**src/hw/rtl/cnlc_pkg.sv**
```systemverilog
// Shared constants and types for the card number classifier
`timescale 1ns / 1ps

package cnlc_pkg;

  localparam int CARD_W     = 63;
  localparam int NUM_DIGITS = 19;
  localparam int BCD_W      = 4 * NUM_DIGITS;
  localparam int POS_W      = $clog2(NUM_DIGITS);
  localparam int CNT_W      = $clog2(CARD_W);
  localparam int COUNT_W    = 5;
  localparam int BRAND_W    = 2;

  localparam logic [COUNT_W-1:0] LEN_13 = 5'd13;
  localparam logic [COUNT_W-1:0] LEN_15 = 5'd15;
  localparam logic [COUNT_W-1:0] LEN_16 = 5'd16;

  localparam logic [BRAND_W-1:0] BRAND_NONE  = 2'd0;
  localparam logic [BRAND_W-1:0] BRAND_D15   = 2'd1;
  localparam logic [BRAND_W-1:0] BRAND_D16_5 = 2'd2;
  localparam logic [BRAND_W-1:0] BRAND_LEAD4 = 2'd3;

  typedef struct packed {
    logic             load;   // capture a new card number
    logic             conv;   // one double-dabble shift step
    logic             scan;   // examine one decimal digit
    logic             emit;   // write the result register
    logic [POS_W-1:0] pos;    // digit position during scan, from the right
  } dp_cmd_t;

endpackage

```
**src/hw/rtl/cnlc_ctrl.sv**
```systemverilog
// Sequencer for the card number classifier: conversion, digit scan, result handoff
`timescale 1ns / 1ps

module cnlc_ctrl (
  input  logic             clk,
  input  logic             rst_n,
  input  logic             in_valid,
  output logic             in_ready,
  output logic             out_valid,
  input  logic             out_ready,
  output cnlc_pkg::dp_cmd_t cmd
);

  typedef enum logic [1:0] {
    ST_IDLE,
    ST_CONV,
    ST_SCAN,
    ST_FINISH
  } state_t;

  state_t                     state_r, state_nxt;
  logic [cnlc_pkg::CNT_W-1:0] cnt_r, cnt_nxt;
  logic                       out_valid_r, out_valid_nxt;
  logic                       accept;
  logic                       emit;

  assign in_ready  = (state_r == ST_IDLE);
  assign out_valid = out_valid_r;
  assign accept    = in_valid && in_ready;
  // result register is free when empty or being drained this cycle
  assign emit      = (state_r == ST_FINISH) && (!out_valid_r || out_ready);

  always_comb begin
    cmd.load = accept;
    cmd.conv = (state_r == ST_CONV);
    cmd.scan = (state_r == ST_SCAN);
    cmd.emit = emit;
    cmd.pos  = cnt_r[cnlc_pkg::POS_W-1:0];
  end

  always_comb begin
    state_nxt     = state_r;
    cnt_nxt       = cnt_r;
    out_valid_nxt = out_valid_r;
    if (out_valid_r && out_ready) begin
      out_valid_nxt = 1'b0;
    end
    unique case (state_r)
      ST_IDLE: begin
        if (accept) begin
          state_nxt = ST_CONV;
          cnt_nxt   = '0;
        end
      end
      ST_CONV: begin
        if (cnt_r == cnlc_pkg::CNT_W'(cnlc_pkg::CARD_W - 1)) begin
          state_nxt = ST_SCAN;
          cnt_nxt   = '0;
        end else begin
          cnt_nxt = cnt_r + 1'b1;
        end
      end
      ST_SCAN: begin
        if (cnt_r == cnlc_pkg::CNT_W'(cnlc_pkg::NUM_DIGITS - 1)) begin
          state_nxt = ST_FINISH;
        end else begin
          cnt_nxt = cnt_r + 1'b1;
        end
      end
      ST_FINISH: begin
        if (emit) begin
          state_nxt     = ST_IDLE;
          out_valid_nxt = 1'b1;
        end
      end
      default: begin
        state_nxt = ST_IDLE;
      end
    endcase
  end

  always_ff @(posedge clk) begin
    if (!rst_n) begin
      state_r     <= ST_IDLE;
      cnt_r       <= '0;
      out_valid_r <= 1'b0;
    end else begin
      state_r     <= state_nxt;
      cnt_r       <= cnt_nxt;
      out_valid_r <= out_valid_nxt;
    end
  end

endmodule

```
**src/hw/rtl/cnlc_datapath.sv**
```systemverilog
// Datapath: bit-serial binary-to-BCD, digit-serial Luhn sum, length and prefix check
`timescale 1ns / 1ps

module cnlc_datapath (
  input  logic                                clk,
  input  cnlc_pkg::dp_cmd_t                   cmd,
  input  logic [cnlc_pkg::CARD_W-1:0]         in_card_number,
  output logic [cnlc_pkg::BRAND_W-1:0]        out_brand,
  output logic                                out_checksum_ok,
  output logic [cnlc_pkg::COUNT_W-1:0]        out_digit_count
);

  logic [cnlc_pkg::CARD_W-1:0]  bin_r, bin_nxt;
  logic [cnlc_pkg::BCD_W-1:0]   bcd_r, bcd_nxt;
  logic [cnlc_pkg::BCD_W-1:0]   bcd_adj;
  logic [3:0]                   sum_r, sum_nxt;
  logic [cnlc_pkg::COUNT_W-1:0] count_r, count_nxt;
  logic [3:0]                   hi_r, hi_nxt;
  logic [3:0]                   lo_r, lo_nxt;
  logic [3:0]                   prev_r, prev_nxt;
  logic [cnlc_pkg::BRAND_W-1:0] brand_r;
  logic                         ok_r;
  logic [cnlc_pkg::COUNT_W-1:0] dcount_r;

  logic [3:0]                   digit;
  logic [4:0]                   dbl;
  logic [3:0]                   luhn_d;
  logic [4:0]                   acc;
  logic                         sum_ok;
  logic [cnlc_pkg::BRAND_W-1:0] brand;

  // add-3 correction on every BCD digit ahead of the shift
  always_comb begin
    for (int k = 0; k < cnlc_pkg::NUM_DIGITS; k++) begin
      if (bcd_r[4*k +: 4] >= 4'd5) begin
        bcd_adj[4*k +: 4] = bcd_r[4*k +: 4] + 4'd3;
      end else begin
        bcd_adj[4*k +: 4] = bcd_r[4*k +: 4];
      end
    end
  end

  // Luhn digit: even positions (counting from one) are doubled and folded
  assign digit = bcd_r[3:0];
  assign dbl   = {digit, 1'b0};
  always_comb begin
    if (!cmd.pos[0]) begin
      luhn_d = digit;
    end else if (dbl >= 5'd10) begin
      luhn_d = 4'(dbl - 5'd9);
    end else begin
      luhn_d = dbl[3:0];
    end
  end
  // running sum kept modulo ten
  assign acc = {1'b0, sum_r} + {1'b0, luhn_d};

  always_comb begin
    bin_nxt   = bin_r;
    bcd_nxt   = bcd_r;
    sum_nxt   = sum_r;
    count_nxt = count_r;
    hi_nxt    = hi_r;
    lo_nxt    = lo_r;
    prev_nxt  = prev_r;
    if (cmd.load) begin
      bin_nxt   = in_card_number;
      bcd_nxt   = '0;
      sum_nxt   = '0;
      count_nxt = '0;
      hi_nxt    = '0;
      lo_nxt    = '0;
      prev_nxt  = '0;
    end else if (cmd.conv) begin
      bcd_nxt = {bcd_adj[cnlc_pkg::BCD_W-2:0], bin_r[cnlc_pkg::CARD_W-1]};
      bin_nxt = {bin_r[cnlc_pkg::CARD_W-2:0], 1'b0};
    end else if (cmd.scan) begin
      bcd_nxt  = {4'd0, bcd_r[cnlc_pkg::BCD_W-1:4]};
      sum_nxt  = (acc >= 5'd10) ? 4'(acc - 5'd10) : acc[3:0];
      prev_nxt = digit;
      // the highest nonzero digit seen so far is the leading digit
      if (digit != 4'd0) begin
        count_nxt = cnlc_pkg::COUNT_W'(cmd.pos) + 1'b1;
        hi_nxt    = digit;
        lo_nxt    = prev_r;
      end
    end
  end

  assign sum_ok = (sum_r == 4'd0);

  always_comb begin
    if (!sum_ok) begin
      brand = cnlc_pkg::BRAND_NONE;
    end else if (count_r == cnlc_pkg::LEN_13 && hi_r == 4'd4) begin
      brand = cnlc_pkg::BRAND_LEAD4;
    end else if (count_r == cnlc_pkg::LEN_15 && hi_r == 4'd3 &&
                 (lo_r == 4'd4 || lo_r == 4'd7)) begin
      brand = cnlc_pkg::BRAND_D15;
    end else if (count_r == cnlc_pkg::LEN_16 && hi_r == 4'd5 &&
                 lo_r >= 4'd1 && lo_r <= 4'd5) begin
      brand = cnlc_pkg::BRAND_D16_5;
    end else if (count_r == cnlc_pkg::LEN_16 && hi_r == 4'd4) begin
      brand = cnlc_pkg::BRAND_LEAD4;
    end else begin
      brand = cnlc_pkg::BRAND_NONE;
    end
  end

  always_ff @(posedge clk) begin
    bin_r   <= bin_nxt;
    bcd_r   <= bcd_nxt;
    sum_r   <= sum_nxt;
    count_r <= count_nxt;
    hi_r    <= hi_nxt;
    lo_r    <= lo_nxt;
    prev_r  <= prev_nxt;
    if (cmd.emit) begin
      brand_r  <= brand;
      ok_r     <= sum_ok;
      dcount_r <= count_r;
    end
  end

  assign out_brand       = brand_r;
  assign out_checksum_ok = ok_r;
  assign out_digit_count = dcount_r;

endmodule

```
**src/hw/rtl/card_number_luhn_classifier_unit.sv**
```systemverilog
// Card number classifier top level: Luhn mod-10 check, digit count and brand
`timescale 1ns / 1ps

// One card number at a time. After a transaction on the input channel the
// number is converted to decimal by a bit-serial double-dabble shifter
// (one input bit per cycle), then the 19 decimal digits are walked from
// the right through a single Luhn adder, and then the result register is
// written: the result becomes valid, and the next number can be taken, in
// the same cycle, so a new number is accepted only once the previous
// result has been written. The result register holds a finished result
// until it is taken while the next number is already being worked on;
// the block stalls only if a second result is finished before the first
// is taken.

module card_number_luhn_classifier_unit (
  input  logic                          clk,
  input  logic                          rst_n,
  input  logic                          in_valid,
  output logic                          in_ready,
  input  logic [cnlc_pkg::CARD_W-1:0]   in_card_number,
  output logic                          out_valid,
  input  logic                          out_ready,
  output logic [cnlc_pkg::BRAND_W-1:0]  out_brand,
  output logic                          out_checksum_ok,
  output logic [cnlc_pkg::COUNT_W-1:0]  out_digit_count
);

  cnlc_pkg::dp_cmd_t cmd;

  cnlc_ctrl u_ctrl (
    .clk       (clk),
    .rst_n     (rst_n),
    .in_valid  (in_valid),
    .in_ready  (in_ready),
    .out_valid (out_valid),
    .out_ready (out_ready),
    .cmd       (cmd)
  );

  cnlc_datapath u_datapath (
    .clk             (clk),
    .cmd             (cmd),
    .in_card_number  (in_card_number),
    .out_brand       (out_brand),
    .out_checksum_ok (out_checksum_ok),
    .out_digit_count (out_digit_count)
  );

endmodule

```
**config.mk**
```make
export PLATFORM = sky130hd
export DESIGN_NAME = card_number_luhn_classifier_unit
export DESIGN_NICKNAME = d
export VERILOG_FILES = /design/src/hw/rtl/cnlc_pkg.sv /design/src/hw/rtl/cnlc_ctrl.sv /design/src/hw/rtl/cnlc_datapath.sv /design/src/hw/rtl/card_number_luhn_classifier_unit.sv
export SDC_FILE = /design/constraint.sdc
export NUM_CORES = 1
export LEC_CHECK = 0
export BUFFER_PORTS_ARGS = -buffer_cell sky130_fd_sc_hd__buf_2
export CORE_UTILIZATION = 55
export DETAILED_ROUTE_END_ITERATION = 6
export GPL_ROUTABILITY_DRIVEN = 0
export PLACE_DENSITY = 0.88
export SLEW_MARGIN = 0
export SYNTH_ARGS = -nofsm -noshare
export SYNTH_HDL_FRONTEND = slang
export SYNTH_SLANG_ARGS = --single-unit
```
**constraint.sdc**
```tcl
create_clock -name clk -period 3.29 [get_ports clk]
set_clock_uncertainty 0.15 [all_clocks]
set_input_delay 0.1645 -clock clk [delete_from_list [all_inputs] [get_ports clk]]
set_output_delay 0.1645 -clock clk [all_outputs]
set_load 0.05 [all_outputs]
```
==> results by group <==
Status
  • Status: finished, violations left
  • Failing checks: design-rule violations, negative setup slack

Floorplan
  • Starting Density: 0.572
  • Placeable Area: 16,800 um2
  • Die area: 18,000 um2
  • Die Span Y: 134 um
  • Die width: 134 um
  • Row Count: 47
  • Ports: 77

Timing
  • Max Freq: 302 MHz
  • Fin crit period: 3320 ps
  • Setup-failing EPs final: 1
  • Final worst-path cycle share: 1.01
  • Setup ws final: -25.2 ps
  • TNS Setup: -25.2 ps
  • Slew headroom: 0.410
  • Slew @ Worst Pin: 878 ps
  • RSZ-0062 raised after global routing: yes
  • Final hold vios: 0
  • Fin. max-slew vios: 0

Layout
  • Area Growth Syn to Fin: 21.3%
  • Layout Nets: 1,358
  • Ant. Diodes: 0
  • Fin area: 11,700 um2
  • Layout Cells excl Fill: 1,474
  • Final core utilization: 0.693
  • Layout cells sized above 1: 0.128

Routing
  • Routed vias: 8,826
  • DR WL/cell: 18.2 um
  • Drt drc: 2
  • DRT iter0 DRCs: 948
  • Antenna viol nets, final: 0
  • Router iterations before antenna repair: 7
  • WL final: 26.9 mm
  • Drt via density: 5.99

Placement
  • Placed Cells: 1,368
  • Area post-placement: 10,200 um2
  • IO buf count: 76
  • Placed wire-length estimate: 13.0 mm

Yosys
  • Mapped Area: 9610 um2
  • Seq/Total Area, Yosys: 0.443
  • Area contributors post-synth: edfxtp_1 22%, dfxtp_1 22%, nand2_1 10%, ha_1 6.4%, mux2i_1 6.4%
  • Most used DFF post-synth: dfxtp_1
  • Yosys top cell area share: 0.222
  • Synth async-reset ratio: 0
  • YS warnings: 0
  • Synth cell types: 49
  • Area leader, netlist: edfxtp_1
  • Synth Area per Inst: 8.59 um2
  • Post-Syn Nets: 1,236
  • Post-synthesis register bit count: 177
  • EDFF count, synth: 71
  • Mapped Cells: 1,119

Global route
  • Initial antenna violation count: 0
  • Largest net degree at the start of global routing: 111
  • Total grt overflow: 0
  • Number of global-route vias before repair: 8,474
  • GRT Resource Usage Total: 0.290
  • Global-route wire length before repair: 41.0 mm

Critical path
  • Crit path top cell by count: ha_4
  • Number of buffers and inverters on the critical path: 3
  • Setup crit start kind: flip-flop
  • CP cell instances: inv_4, ha_4, nand2b_4, a21oi_4, buf_6, mux2i_4, mux2_4, ha_4, xnor2_2, inv_1, ha_2, o31a_1, o211ai_1, or3_1, a31oi_1
  • Critical Path AT: 3540 ps
  • Reg2reg setup slack: -30 ps
  • Worst setup EP type: flip-flop
  • Critical path peak fanout: 4
  • Crit path max-delay family: compound AO/OA/AOI/OAI gates
  • Max incr delay on CP: 380 ps
  • Critical setup path kind: flip-flop to flip-flop
  • WP data required: 3510 ps
  • Slowest cell on crit path: or3_1

Worst hold path
  • Hold Crit Class: input pin to flip-flop

Run
  • Max cap viols: 0

Clock network
  • Cts bufs inserted: 17
  • Clk pin slew, worst setup/hold paths: 80 ps
  • Worst skew pair latency: 450 ps
  • CTS tree: done
  • CTS Buffer Depth: 2
  • Root Buffer: clkbuf_16
  • H-tree Lvls: 4
  • Sink Count: 177

Power and ir drop
  • PwrDens: 1010 nW/um2
  • LEAKAGE: 4.70 nW
  • VDD IR-drop max: 780 uV
-- cell type report --
class	count	area [um2]
Timing Repair Buffer	164	1260
Clock inverter	15	175
Clock buffer	17	425
Fill cell	1107	5160
Inverter	68	258
Tap cell	220	275
Multi-Input combinational cell	813	5010
Sequential cell	177	4260
-- placed cells by master (no fill, tap or decap), drive strengths merged, types with 2 or more instances in the layout --
cell	n
o21ai	53
o211ai	4
a211oi	42
nor2	65
a31oi	2
nor2b	7
and2	6
a21boi	3
a21oi	73
xor2	3
clkinv	6
o21a	19
or3	2
dfxtp	106
a311o	16
mux2i	61
xnor2	21
dlygate4sd3	66
nor3	24
or4b	2
ha	49
edfxtp	71
inv	76
o311a	3
a21o	2
nand2b	38
nand3	42
buf	98
clkbuf	17
nand2	257
-- per-layer routing --
layer,global-route usage,part of all wire,vias up,wire length [um]
met1,0.319,0.37,4124,9910
met2,0.511,0.50,469,13400
met4,0.177,0.060,0,1610
met3,0.0635,0.073,139,1960
met5,0,0,-,0
li1,-,-,4094,-
-- Yosys cell counts (19+ instances only) --
cell type  number
nand2_1       257
dfxtp_1       106
a21oi_1        73
edfxtp_1       71
inv_1          67
nor2_1         65
mux2i_1        61
o21ai_0        53
ha_1           49
a211oi_1       42
nand3_1        42
clkbuf_1       41
nand2b_1       38
nor3_1         24
xnor2_1        21
o21a_1         19
-- final timing paths --
kind | from | cells past startpoint | to
worst max-delay path | u_datapath.bcd_r[1] | 15 | u_datapath.sum_r[2]
worst min register to register | u_datapath.prev_r[2] | 2 | u_datapath.lo_r[2]
worst min-delay path | in_valid | 4 | u_ctrl.cnt_r[5]
worst max register to register | u_datapath.bcd_r[1] | 15 | u_datapath.sum_r[2]
-- registers in the layout (all words and copies together), names as in the netlist, 5 cells and up --
register,cells
u_ctrl.cnt_r,6
u_datapath.bcd_r,76
u_datapath.bin_r,63
u_datapath.count_r,5
u_datapath.out_digit_count,5
-- kinds of logic (layout without fill, tap and decap cells) --
group,Yosys count,after routing,share of synthesized area
adders and majority gates,50,50,0.0659
buffers and inverters,129,264,0.0517
muxes,62,62,0.0647
and+or+nand+nor,450,450,0.203
xor gates and xnor gates,24,24,0.0219
AOI/OAI and AO/OA,227,227,0.150
DFF,177,177,0.443
-- repair_timing --
item	CTS	global route
endpoints found under the setup margin	3	3
hold buffers	66	0
endpoints found under the hold margin	72	0
cloned	0	0
setup buffers	0	8
pin swaps	0	9
gates resized for setup	7	22
-- worst min-delay path, cell delays in order --
cell,delay (ps)
buf_2,150
mux2i_1,150
nand2_1,90
a21boi_0,70
-- power breakdown --
part           total [W]  switching (W)  internal, W
clock            0.00206        0.00103      0.00103
combinational    0.00561        0.00346      0.00215
sequential       0.00410       0.000709      0.00339
total             0.0118        0.00520      0.00657
-- metrics by stage --
stage / power (W) / setup WS [ps] / hold WS [ps]
floorplan: 0.00774 / 12.2 / 189
CTS: 0.0111 / 1.43 / 13.1
global route: 0.0125 / -228 / 84.6
detailed placement: 0.00892 / -74.7 / 279
finish: 0.0118 / -25.2 / 74.8
global placement: 0.00869 / 143 / 273
No activity file was read; power rests on OpenSTA's default activity.
